## src/hdl/fsrt_pkg.sv

```systemverilog
// shared types and constants for the flow sequence reorder tracker
// no dependencies; imported by the top level, fsrt_entry_eval and fsrt_checker
`default_nettype none
package fsrt_pkg;

   localparam int ADDR_W    = 32;
   localparam int PORT_W    = 16;
   localparam int SEQ_W     = 32;
   localparam int TIME_W    = 32;
   localparam int KEY_W     = ADDR_W + PORT_W;
   localparam int EXPIRY_W  = 16;
   localparam int STATUS_W  = 3;
   localparam int REQ_DATA_W = 112;
   localparam int RSP_DATA_W = 72;

   localparam logic [EXPIRY_W-1:0] EXPIRY_RESET = 16'd120;

   // result codes
   typedef enum logic [STATUS_W-1:0] {
      STATUS_NEW        = 3'd0,
      STATUS_RESTART    = 3'd1,
      STATUS_ADVANCE    = 3'd2,
      STATUS_DUPLICATE  = 3'd3,
      STATUS_OUT_OF_ORDER = 3'd4,
      STATUS_FULL       = 3'd5
   } status_type;

   // sequencer states
   typedef enum logic [1:0] {
      STATE_IDLE,
      STATE_SCAN,
      STATE_DECIDE
   } state_type;

   // one stored flow entry
   typedef struct packed {
      logic [KEY_W-1:0]  key;
      logic [SEQ_W-1:0]  max_sequence;
      logic [TIME_W-1:0] last_seen;
   } entry_type;

   localparam int ENTRY_W = $bits(entry_type);

   // per-entry compare results
   typedef struct packed {
      logic match;
      logic expired;
   } eval_type;

endpackage
`default_nettype wire

```

## src/hdl/fsrt_entry_eval.sv

```systemverilog
// key match and idle expiry test of one stored flow entry
// depends on fsrt_pkg
`default_nettype none
module fsrt_entry_eval
   import fsrt_pkg::*;
(
   input  wire entry_type             entry,
   input  wire logic [KEY_W-1:0]      key,
   input  wire logic [TIME_W-1:0]     now_seconds,
   input  wire logic [EXPIRY_W-1:0]   expiry_seconds,
   output      eval_type              result
);

   logic [TIME_W-1:0] idle_time;

   // wrapping idle time, expired when strictly past the limit
   always_comb begin
      idle_time      = now_seconds - entry.last_seen;
      result.match   = (entry.key == key);
      result.expired = (idle_time > {{(TIME_W-EXPIRY_W){1'b0}}, expiry_seconds});
   end

endmodule
`default_nettype wire

```

## config.mk

```make
export PLATFORM = sky130hd
export DESIGN_NAME = fsrt_entry_eval
export DESIGN_NICKNAME = d
export VERILOG_FILES = /design/src/hdl/fsrt_pkg.sv /design/src/hdl/fsrt_entry_eval.sv
export SDC_FILE = /design/constraint.sdc
export NUM_CORES = 1
export LEC_CHECK = 0
export BUFFER_PORTS_ARGS = -buffer_cell sky130_fd_sc_hd__buf_2
export CAP_MARGIN = 0
export CORE_MARGIN = 1.5
export CORE_UTILIZATION = 47
export DETAILED_ROUTE_END_ITERATION = 10
export GPL_TIMING_DRIVEN = 0
export PLACE_DENSITY = 0.92
export SETUP_SLACK_MARGIN = 0.3
export SLEW_MARGIN = 20
export SYNTH_ARGS = -nofsm -noshare
export SYNTH_HDL_FRONTEND = slang
export SYNTH_SLANG_ARGS = --single-unit
```

## constraint.sdc

```tcl
create_clock -name vclk -period 10.2
set_clock_uncertainty 0.2 [all_clocks]
set_input_delay 2.04 -clock vclk [all_inputs]
set_output_delay 2.04 -clock vclk [all_outputs]
set_load 0.005 [all_outputs]
```

==> impl_results.rst <==
.. list-table::
   :header-rows: 1

   * - Metric
     - Value
   * - # port buffers
     - 178
   * - Pin count of the biggest net entering global routing
     - 11
   * - RSZ-0062 raised after global routing
     - false
   * - Global-route congestion overflow total
     - 0
   * - MaxCap Viol Count
     - 0
   * - Site row count
     - 28
   * - Layout Nets
     - 855
   * - Final-layout clock buffer total
     - 0
   * - Final min period
     - 8.54 ns
   * - Drt pass-1 iters
     - 5
   * - Warnings, synthesis
     - 0
   * - Fraction of final layout cells sized beyond drive strength 1
     - 32.7%
   * - Die Outline Area
     - 0.00665 mm^2
   * - Fin. Hold Viols
     - 0
   * - Leakage power of the design
     - 2.12 nW
   * - Arrival @ worst endpoint
     - 6.30 ns
   * - Worst hold margin
     - 4.43 ns
   * - Post-route DRC
     - 0
   * - Average instance area after synthesis
     - 6.92 um^2
   * - Placeable core region
     - 0.00596 mm^2
   * - Startpoint of the most critical hold path
     - key[15]
   * - Half-perimeter wire length of the detailed placement result
     - 9100 um
   * - Capture endpoint of the worst hold path
     - result[1]
   * - RD Place Congestion
     - 0.959
   * - Synthesized netlist cell count
     - 419
   * - Number of instances on the worst hold path
     - 6
   * - Number of setup buffers added after CTS
     - 0
   * - Post-CTS Hold Fix Bufs
     - 0
   * - Max-Slew Margin vs Limit
     - 66.0%
   * - Critical Path Source Type
     - primary input
   * - First element of the critical path
     - entry[1]
   * - Nature of the critical path endpoint
     - output pin
   * - Proportion of total power due to net switching
     - 54.3%
   * - Top Family by Delay on Critical Path
     - simple AND/OR/NAND/NOR gates
   * - Setup Viol. Count Final
     - 0
   * - Critical-path maximum fanout
     - 4
   * - Total negative setup slack
     - 0 ns
   * - Total routing usage reported by global routing
     - 29.2%
   * - Vias in the first global route
     - 3576
   * - Mapped Area
     - 0.00290 mm^2
   * - Worst stage delay on the critical path
     - 0.39 ns
   * - Achievable frequency
     - 117 MHz
   * - Power share of the sequential group
     - 0%
   * - Vertical die dimension
     - 81.6 um
   * - Global-route wire length before repair
     - 15400 um
   * - Wire length after detailed routing
     - 10200 um
   * - Portion of total power attributed to the clock network
     - 0%
   * - Detail Route Antenna Nets
     - 0
   * - Final worst-path cycle share
     - 83.7%
   * - Die span in x
     - 81.6 um
   * - Count of boundary I/O pins
     - 210
   * - Antenna violations before repair
     - 1
   * - Pint
     - 0.0998 mW
   * - Worst Max-Slew Pin Slew
     - 0.497 ns
   * - Required arrival time at the worst endpoint
     - 7.96 ns
   * - Sequential cell area fraction in the yosys report
     - 0%
   * - Count of sequential standard cells
     - 0
   * - Per-cell routed wire length
     - 15.1 um
   * - Sequential cell area
     - 0 um^2
   * - Yosys cell types
     - 58
   * - Filler cell count in the final layout
     - 567
   * - Comb pwr share
     - 100.0%
   * - CP Class
     - in -> out
   * - Starting DRT DRC Count
     - 203
   * - DR vias/cell
     - 5.53
   * - Effective utilization at floorplan
     - 48.7%
   * - Count of vias placed by the detailed router
     - 3725
   * - CTS resizes
     - 0
   * - Min-delay worst type
     - in -> out
   * - Power density over the cells
     - 56.1 mW/mm^2
   * - Post-Synthesis Net Count
     - 675
   * - Count of pins over their slew limit
     - 0
   * - Maximum VDD drop
     - 0.0263 mV
   * - Status
     - finished clean
   * - Cell with the largest stage delay on the worst path
     - sky130_fd_sc_hd__nor4_1
   * - Total net switching power
     - 0.118 mW
   * - Cell Chain, Critical Path
     - buf_2 > inv_1 > ha_1 > nor2b_1 > o31a_1 > o21ai_0 > o21a_1 > nand2_1 > and2_1 > o21a_1 > nor2_1 > xnor2_1 > ha_1 > nand4_1 > nor2_1 > a221o_1 > nor3_1 > o221ai_1 > nor4_1 > o2111ai_1 > nor3_2 > nand4_1 > buf_2
   * - Crit path buf inv count
     - 3
   * - Area overhead of the layout relative to synthesis
     - 34.1%
-- cells in the mapped netlist (2+ instances only) --
library cell                instances  area share (%)
sky130_fd_sc_hd__a2111oi_0          2            0.60
sky130_fd_sc_hd__a211o_1            3            0.91
sky130_fd_sc_hd__a21o_1             6             1.6
sky130_fd_sc_hd__a21oi_1           36             6.2
sky130_fd_sc_hd__a21oi_2            2            0.60
sky130_fd_sc_hd__a311oi_1           2            0.60
sky130_fd_sc_hd__a41oi_1            2            0.60
sky130_fd_sc_hd__and2_1             4            0.86
sky130_fd_sc_hd__and3_1             4            0.86
sky130_fd_sc_hd__buf_2              5            0.86
sky130_fd_sc_hd__clkbuf_1           4            0.52
sky130_fd_sc_hd__ha_1              47              20
sky130_fd_sc_hd__inv_1             54             7.0
sky130_fd_sc_hd__mux2i_1            2            0.69
sky130_fd_sc_hd__nand2_1           33             4.3
sky130_fd_sc_hd__nand2b_1           7             1.5
sky130_fd_sc_hd__nand3_1            7             1.2
sky130_fd_sc_hd__nand4_1           14             3.0
sky130_fd_sc_hd__nor2_1            25             3.2
sky130_fd_sc_hd__nor2b_1            5             1.1
sky130_fd_sc_hd__nor3_1             5            0.86
sky130_fd_sc_hd__nor4_1            14             3.0
sky130_fd_sc_hd__o2111ai_1          2            0.60
sky130_fd_sc_hd__o211ai_1           4             1.0
sky130_fd_sc_hd__o21a_1             6             1.6
sky130_fd_sc_hd__o21ai_0           16             2.8
sky130_fd_sc_hd__o21ai_1            8             1.4
sky130_fd_sc_hd__o221ai_1           3            0.91
sky130_fd_sc_hd__o22ai_1            3            0.65
sky130_fd_sc_hd__o31a_1             2            0.60
sky130_fd_sc_hd__xnor2_1           12             3.6
sky130_fd_sc_hd__xor2_1            54              16
-- kinds of logic (layout without fill, tap and decap cells) --
family,count (synthesis),after routing,synth area share [%]
buf+inv,64,242,8.75
compound gates,113,113,27.3
simple gates,125,125,22.0
xor+xnor,66,66,19.9
mux,3,3,1.08
other cells,0,2,0
fa+ha+maj,48,48,21.0
-- power by group through the flow --
| stage | sequential (mW) | combinational [mW] | clock (mW) |
|---|---|---|---|
| after detailed placement | 0 | 0.215 | 0 |
| after floorplan | 0 | 0.142 | 0 |
| after global routing | 0 | 0.242 | 0 |
| final | 0 | 0.218 | 0.0000000263 |
| after global placement | 0 | 0.207 | 0 |
| after CTS | 0 | 0.216 | 0 |
-- through the flow --
step	total power, mW	utilization (%)	area, um^2	setup WS [ns]	instances
6_report	0.218	65.3	3890	1.66	674
5_1_grt	0.242	65.3	3890	1.49	672
4_1_cts	0.216	65.3	3890	1.73	672
3_5_place_dp	0.215	65.3	3890	1.75	672
3_3_place_gp	0.207	65.3	3890	1.88	672
2_1_floorplan	0.142	-	2900	2.58	419
-- how the worst max path moves through the flow --
stage	endpoint	slack, ns	cells after the start
after global placement	result[0]	1.88	23
after CTS	result[0]	1.73	23
final	result[0]	1.66	23
after global routing	result[0]	1.49	23
after floorplan	result[0]	2.58	21
after detailed placement	result[0]	1.75	23
-- area by class of cell --
cell class / instances / area (um^2) / area share [%]
Inverter: 54 / 203 / 5.21
Antenna cell: 2 / 5.00 / 0.129
Buffer: 10 / 51.3 / 1.32
Multi-Input combinational cell: 355 / 2650 / 68.0
Timing Repair Buffer: 178 / 891 / 22.9
Tap cell: 75 / 93.8 / 2.41
-- cell usage in the layout (no fill, tap or decap), drive strengths merged, types with 5 or more instances in the layout --
master,netlist,final
buf,6,184
nor3,6,6
o211ai,5,5
xor2,54,54
a21oi,39,39
nand4,14,14
ha,47,47
and2,5,5
inv,54,54
nand2b,7,7
o21ai,25,25
nor2b,5,5
o21a,6,6
xnor2,12,12
nor4,14,14
a21o,6,6
nand2,33,33
nor2,25,25
nand3,7,7
-- metal layers --
layer,track usage [%],up-vias,wire length [um]
met3,3.33,10,698
met5,0,-,0
met1,31.6,1668,3980
met2,59.2,177,5330
li1,-,1870,-
met4,6.78,0,185
Note: power is estimated with default switching activity, not from simulation.
