`config.mk`:
```
export PLATFORM = sky130hd
export DESIGN_NAME = fsrt_ram
export DESIGN_NICKNAME = d
export VERILOG_FILES = /design/src/hdl/fsrt_ram.sv
export SDC_FILE = /design/constraint.sdc
export NUM_CORES = 1
export LEC_CHECK = 0
export BUFFER_PORTS_ARGS = -buffer_cell sky130_fd_sc_hd__buf_4
export CORE_MARGIN = 1.5
export CORE_UTILIZATION = 45
export CTS_CLUSTER_DIAMETER = 120
export DETAILED_ROUTE_END_ITERATION = 10
export SYNTH_ARGS = -nofsm -noshare
export SYNTH_HDL_FRONTEND = slang
export SYNTH_SLANG_ARGS = --single-unit
```
`constraint.sdc`:
```
create_clock -name clock -period 4.6 [get_ports clock]
set_input_delay 0.23 -clock clock [delete_from_list [all_inputs] [get_ports clock]]
set_output_delay 0.23 -clock clock [all_outputs]
set_load 0.01 [all_outputs]
```
`src/hdl/fsrt_ram.sv`:
```
// generic single-write, single-read ram with a registered read port
// depends on nothing
`default_nettype none
module fsrt_ram #(
   parameter int WIDTH = 8,
   parameter int DEPTH = 16,
   localparam int AW = (DEPTH > 1) ? $clog2(DEPTH) : 1
) (
   input  wire logic             clock,
   input  wire logic             wr_en,
   input  wire logic [AW-1:0]    wr_addr,
   input  wire logic [WIDTH-1:0] wr_data,
   input  wire logic             rd_en,
   input  wire logic [AW-1:0]    rd_addr,
   output      logic [WIDTH-1:0] rd_data
);

   logic [WIDTH-1:0] mem_ff [DEPTH];
   logic [WIDTH-1:0] rd_data_ff;

   // write port
   always_ff @(posedge clock) begin
      if (wr_en) begin
         mem_ff[wr_addr] <= wr_data;
      end
   end

   // registered read port
   always_ff @(posedge clock) begin
      if (rd_en) begin
         rd_data_ff <= mem_ff[rd_addr];
      end
   end

   assign rd_data = rd_data_ff;

endmodule
`default_nettype wire

```
==> results of run 1 <==
[power groups by stage]
| stage | logic (µW) | registers (µW) | clock network, µW |
|---|---|---|---|
| floorplan | 70.5 | 1430 | 0 |
| global placement | 130 | 1430 | 0 |
| detailed placement | 132 | 1430 | 0 |
| CTS | 132 | 1400 | 1320 |
| global route | 141 | 1410 | 1380 |
| finish | 130 | 1400 | 1300 |
[cells by family after synthesis]
logic type	synth area share
multiplexers	0.148
flip-flops	0.781
buffers and inverters	0.0165
AO/OA/AOI/OAI	0.0230
AND/OR/NAND/NOR	0.0314
[worst reg2reg max path, stage by stage (launching register included)]
cell	delay [ns]
edfxtp_1	0.35
mux4_1	0.51
a22oi_1	0.37
nand2_1	0.08
[sequential cells by signal (all words and copies together) (netlist names)]
name     flops
mem_ff     128
rd_data      8
[cell type report]
class                      instances  area, µm²
timing repair buffer              27        203
fill                             908       5270
tap                              143        179
clock buffer                      19        433
clock inverter                    13        135
multi-input combinational         83       1070
sequential                       136       4080
[metal layers]
layer,vias up,track usage
met5,-,0
met4,0,0.0761
met3,17,0.0481
met2,91,0.258
met1,1249,0.246
li1,1054,-
[synthesized netlist by cell type (all sizes together)]
cell           instances
a22oi                 16
and2                   1
and2b                  1
buf                    7
clkdlybuf4s25          3
edfxtp               136
mux4                  32
nand2                  9
nand2b                 2
nand3                  1
nand3b                 2
nor2                  13
nor2b                  1
nor3                   4
or3b                   1
[metrics by stage]
| step | cell area (µm²) | hold slack [ns] | power, µW |
|---|---|---|---|
| 3_3_place_gp | 5530 | 0.538 | 1560 |
| 3_5_place_dp | 5530 | 0.548 | 1560 |
| 5_1_grt | 6100 | 0.135 | 2920 |
| 6_report | 6100 | 0.134 | 2840 |
| 4_1_cts | 6100 | 0.116 | 2860 |
| 2_1_floorplan | 5230 | 0.329 | 1500 |
[final timing paths]
kind	from	endpoint
max	wr_addr[2]	mem_ff[0][3]$_DFFE_PP_
max reg2reg	mem_ff[9][4]$_DFFE_PP_	rd_data[4]$_DFFE_PP_
min	wr_data[6]	mem_ff[0][6]$_DFFE_PP_
min reg2reg	mem_ff[14][2]$_DFFE_PP_	rd_data[2]$_DFFE_PP_
==> impl_metrics.py, run 1 <==
metrics = {
    "synthesis": {
        "synthTopCellsByArea": "edfxtp_1 78%, mux4_2 7.8%, mux4_1 7.0%, a22oi_1 2.3%, nor2_1 0.93%",
        "synthCells": 229,
        "syn-cell-area_mm2": 0.00523,
        "synth_top_cell_area_share": 0.781,
        "avgSynthCellArea_um2": 22.8,
        "synth_cell_types": 18,
        "seq_area_frac_synth": 0.781,
        "yosys.area.top_type": "edfxtp_1",
        "synth.ff_latch_count": 136,
        "yosysWarnings": 0,
        "syn_nets": 248,
    },
    "critical_path": {
        "slowest_delay_ns": 0.91,
        "r2r_slack_ns": 3.03,
        "crit_fanout": 8,
        "critPathKind": "input port to register",
        "crit_path_top_delay_cell": "nor3_1",
        "crit_family": "simple AND/OR/NAND/NOR gates",
        "start_kind": "input port",
        "ff2ff_path_depth": 3,
        "cp-end-kind": "register",
        "cp.required_ns": 4.62,
        "cp_cell_sequence": "buf_4, or3b_2, nor3_1",
        "arrival_ns": 1.76,
        "crit_cells": 3,
        "crit_buf_inv": 1,
    },
    "worst_hold_path": {
        "min_path_cells": 1,
        "worstHoldPathType": "input port to register",
    },
    "cts": {
        "cts.repair.resized": 0,
        "cts_setup_buffers": 0,
        "hold_buffers": 0,
        "clkLatencyLatePin_ns": 0.41,
        "path_clk_slew_ns": 0.05,
        "cts_tree": "done",
        "numCtsBuffers": 17,
        "clock_sinks": 136,
        "clockBufferDepth": 2,
        "cts_root_buf": "clkbuf_16",
        "h-tree-depth": 4,
    },
    "final_layout": {
        "final_cell_mix": "136 x edfxtp_1, 27 x buf_4, 18 x mux4_2",
        "drive_gt1_frac": 0.266,
        "areaGrowthSynthToFinish_pct": 16.7,
        "final_cell_count_no_fill": 421,
        "final_common_cell": "edfxtp_1",
        "fin_util": 0.537,
        "final_nets": 284,
        "diodes": 0,
    },
    "sta": {
        "fmax_ghz": 0.574,
        "worstMarginPinSlew_ns": 1.16,
        "report.final.slew_viol_count": 0,
        "finalSetupTns_ns": 0,
        "fin_skew_ns": 0.00458,
        "grt_setup_unrepaired": "false",
        "slew_headroom": 0.218,
        "period_minus_slack_ns": 1.74,
        "setup_viol": 0,
        "setup_slack_ns": 2.86,
        "min_period_over_period": 0.379,
        "hold_violations": 0,
    },
    "die": {
        "die_height_um": 111,
        "row_count": 39,
        "start_util": 0.460,
        "dieArea_mm2": 0.0123,
        "coreArea_mm2": 0.0114,
        "die_w_um": 111,
        "ios": 27,
    },
    "power_and_ir_drop": {
        "swShare": 0.193,
        "p_clk_frac": 0.459,
        "intPower_uw": 2290,
        "leakagePower_uw": 0.00202,
        "p_switching_uw": 546,
        "combPwrFrac": 0.046,
        "power_frac_seq": 0.495,
        "peakVddDrop_mv": 0.201,
        "p_per_area_mw_per_mm2": 465,
    },
    "routing": {
        "routed-via-count": 2411,
        "drt_drc_violations_left": 0,
        "antenna_left": 0,
        "wl_met3_um": 581,
        "wl_met1_um": 4400,
        "drt_iter0_drc": 126,
        "wl_um": 9830,
        "met2_length_um": 4650,
        "drt-pass1-iter-count": 5,
        "viasPerCell": 5.73,
        "post_drt_wl_per_cell_um": 23.3,
        "highest_layer": "met4",
    },
    "placement": {
        "dp.cells": 389,
        "gp_congestion": 0.758,
        "post-place-ws_ns": 2.41,
        "port_buffers": 26,
        "hpwl_um": 6030,
    },
    "flow_run": {
        "cap_viol_max_count": 0,
    },
    "run_status": {
        "status": "finished clean",
    },
    "grt": {
        "first_global_vias": 2551,
        "antenna_found_initial": 0,
        "grt_max_degree": 33,
        "grt_pass1_wl_um": 15100,
        "grt_overflow_total": 0,
        "grt.total_usage": 0.174,
    },
}
No activity file was read; power rests on OpenSTA's default activity.
==> inputs of run 2 (changes only) <==
==> constraint.sdc (replaced) <==
create_clock -name clock -period 1.75 [get_ports clock]
set_input_delay 0.0875 -clock clock [delete_from_list [all_inputs] [get_ports clock]]
set_output_delay 0.0875 -clock clock [all_outputs]
set_load 0.01 [all_outputs]
==> run 2 against run 1 <==
Effect of this change:
- clock power rose to 2.9 times the previous value
- combinational power grew to 2.8 times the previous value
- flip-flop and latch count stayed put
- non-clock buffer count up 30
- count of clock-buffer cells in the layout down 2
- global-route usage down 0.92 points
- sequential power rose to 2.6 times the previous value
- via count is 1.9% higher
- cell count grew 6.9%
- critical endpoint is now rd_data[0]$_DFFE_PP_
- highest routed layer unchanged
==> impl_metrics.py, run 2 (synthesized netlist as in run 1, its figures left out) <==
metrics = {
    "run_status": {
        "status": "finished clean",
    },
    "die": {
        "die_height_um": 111,
        "ios": 27,
        "start_util": 0.460,
        "die_w_um": 111,
        "coreArea_mm2": 0.0114,
        "row_count": 39,
        "dieArea_mm2": 0.0123,
    },
    "flow_run": {
        "cap_viol_max_count": 0,
    },
    "sta": {
        "min_period_over_period": 0.855,
        "grt_setup_unrepaired": "false",
        "setup_slack_ns": 0.253,
        "report.final.slew_viol_count": 0,
        "hold_violations": 0,
        "fin_skew_ns": 0.00432,
        "setup_viol": 0,
        "fmax_ghz": 0.668,
        "finalSetupTns_ns": 0,
        "period_minus_slack_ns": 1.50,
        "slew_headroom": 0.732,
        "worstMarginPinSlew_ns": 0.403,
    },
    "grt": {
        "antenna_found_initial": 0,
        "met1_usage": 0.213,
        "met3_usage": 0.0459,
        "grt_use_met2": 0.267,
        "grt_pass1_wl_um": 14400,
        "grt.total_usage": 0.165,
        "first_global_vias": 2570,
        "grt_overflow_total": 0,
        "grt_max_degree": 22,
        "busiest_layer": "met2",
    },
    "power_and_ir_drop": {
        "power_frac_seq": 0.473,
        "p_clk_frac": 0.479,
        "combPwrFrac": 0.047,
        "intPower_uw": 6350,
        "p_switching_uw": 1440,
        "peakVddDrop_mv": 0.688,
        "leakagePower_uw": 0.00220,
        "swShare": 0.185,
        "p_per_area_mw_per_mm2": 1220,
    },
    "routing": {
        "wl_um": 9290,
        "drt-pass1-iter-count": 4,
        "post_drt_wl_per_cell_um": 20.6,
        "drt_drc_violations_left": 0,
        "drt_iter0_drc": 199,
        "routed-via-count": 2458,
        "antenna_left": 0,
        "viasPerCell": 5.46,
    },
    "critical_path": {
        "cp-end-kind": "register",
        "critPathKind": "register to register",
        "regToRegStartpoint": "mem_ff[4][0]$_DFFE_PP_",
        "cp.required_ns": 1.90,
        "start_kind": "register",
        "startpoint": "mem_ff[4][0]$_DFFE_PP_",
        "crit_fanout": 1,
        "arrival_ns": 1.65,
    },
    "final_layout": {
        "largest_reg_flops": 128,
        "final_cell_mix": "136 x edfxtp_1, 49 x buf_4, 18 x mux4_2",
        "areaGrowthSynthToFinish_pct": 22.6,
        "drive_gt1_frac": 0.319,
        "design_area_mm2": 0.00641,
        "top_register": "mem_ff",
        "final_nets": 314,
        "diodes": 0,
        "final_common_cell": "edfxtp_1",
    },
    "placement": {
        "placed_area_mm2": 0.00571,
        "hpwl_um": 6040,
        "gp_congestion": 0.725,
        "port_buffers": 26,
        "post-place-ws_ns": 0.0641,
    },
    "cts": {
        "clkLatencyLatePin_ns": 0.41,
        "cts_root_buf": "clkbuf_16",
        "cts_tree": "done",
        "cts_setup_buffers": 0,
        "h-tree-depth": 4,
        "clockBufferDepth": 2,
        "numCtsBuffers": 17,
        "path_clk_slew_ns": 0.06,
        "clock_sinks": 136,
    },
    "worst_hold_path": {
        "worstHoldStart": "rd_en",
        "worstHoldPathType": "input port to register",
    },
}
==> run 2: layer usage <==
layer  wire length [µm]  share of wire
met5                  0              0
met1               4000           0.43
met2               4710           0.51
met3                400          0.043
met4                177          0.019
==> run 2: repair_timing <==
item                                   CTS  global route
endpoints found under the hold margin  112             0
hold buffers                             7             0
resized for setup                        0             0
==> run 2: per-stage QoR <==
stage           util  hold WS (ns)  total power (µW)  cells
2_1_floorplan      -         0.186              3950    229
3_3_place_gp   0.502         0.402              4120    412
3_5_place_dp   0.502         0.403              4120    412
4_1_cts        0.564       0.00267              7870    450
5_1_grt        0.564       0.00165              8040    450
6_report       0.564       0.00632              7800    450
==> run 2: worst max-delay path, stage by stage, from the launching register on <==
cell and delay, ns:
edfxtp_1 0.36, mux4_1 0.52, a22oi_1 0.26, nand2_1 0.11
==> run 2: cell type report <==
class	instances	area (µm²)
fill	866	4960
sequential	136	4080
multi-input combinational	83	1060
timing repair buffer	57	458
clock buffer	17	425
clock inverter	14	206
tap	143	179
==> run 2: power by group through the flow <==
stage	clock network (µW)	logic, µW	registers (µW)
2_1_floorplan	0	185	3760
3_3_place_gp	0	361	3760
3_5_place_dp	0	364	3760
4_1_cts	3800	376	3690
5_1_grt	3940	403	3700
6_report	3740	368	3690
==> run 2: path summary, 6_finish.rpt <==
kind	endpoint	slack [ns]	cells after the start
max reg2reg	rd_data[0]$_DFFE_PP_	0.25	3
min	rd_data[4]$_DFFE_PP_	0.006	1
max	rd_data[0]$_DFFE_PP_	0.25	3
min reg2reg	rd_data[7]$_DFFE_PP_	0.75	3
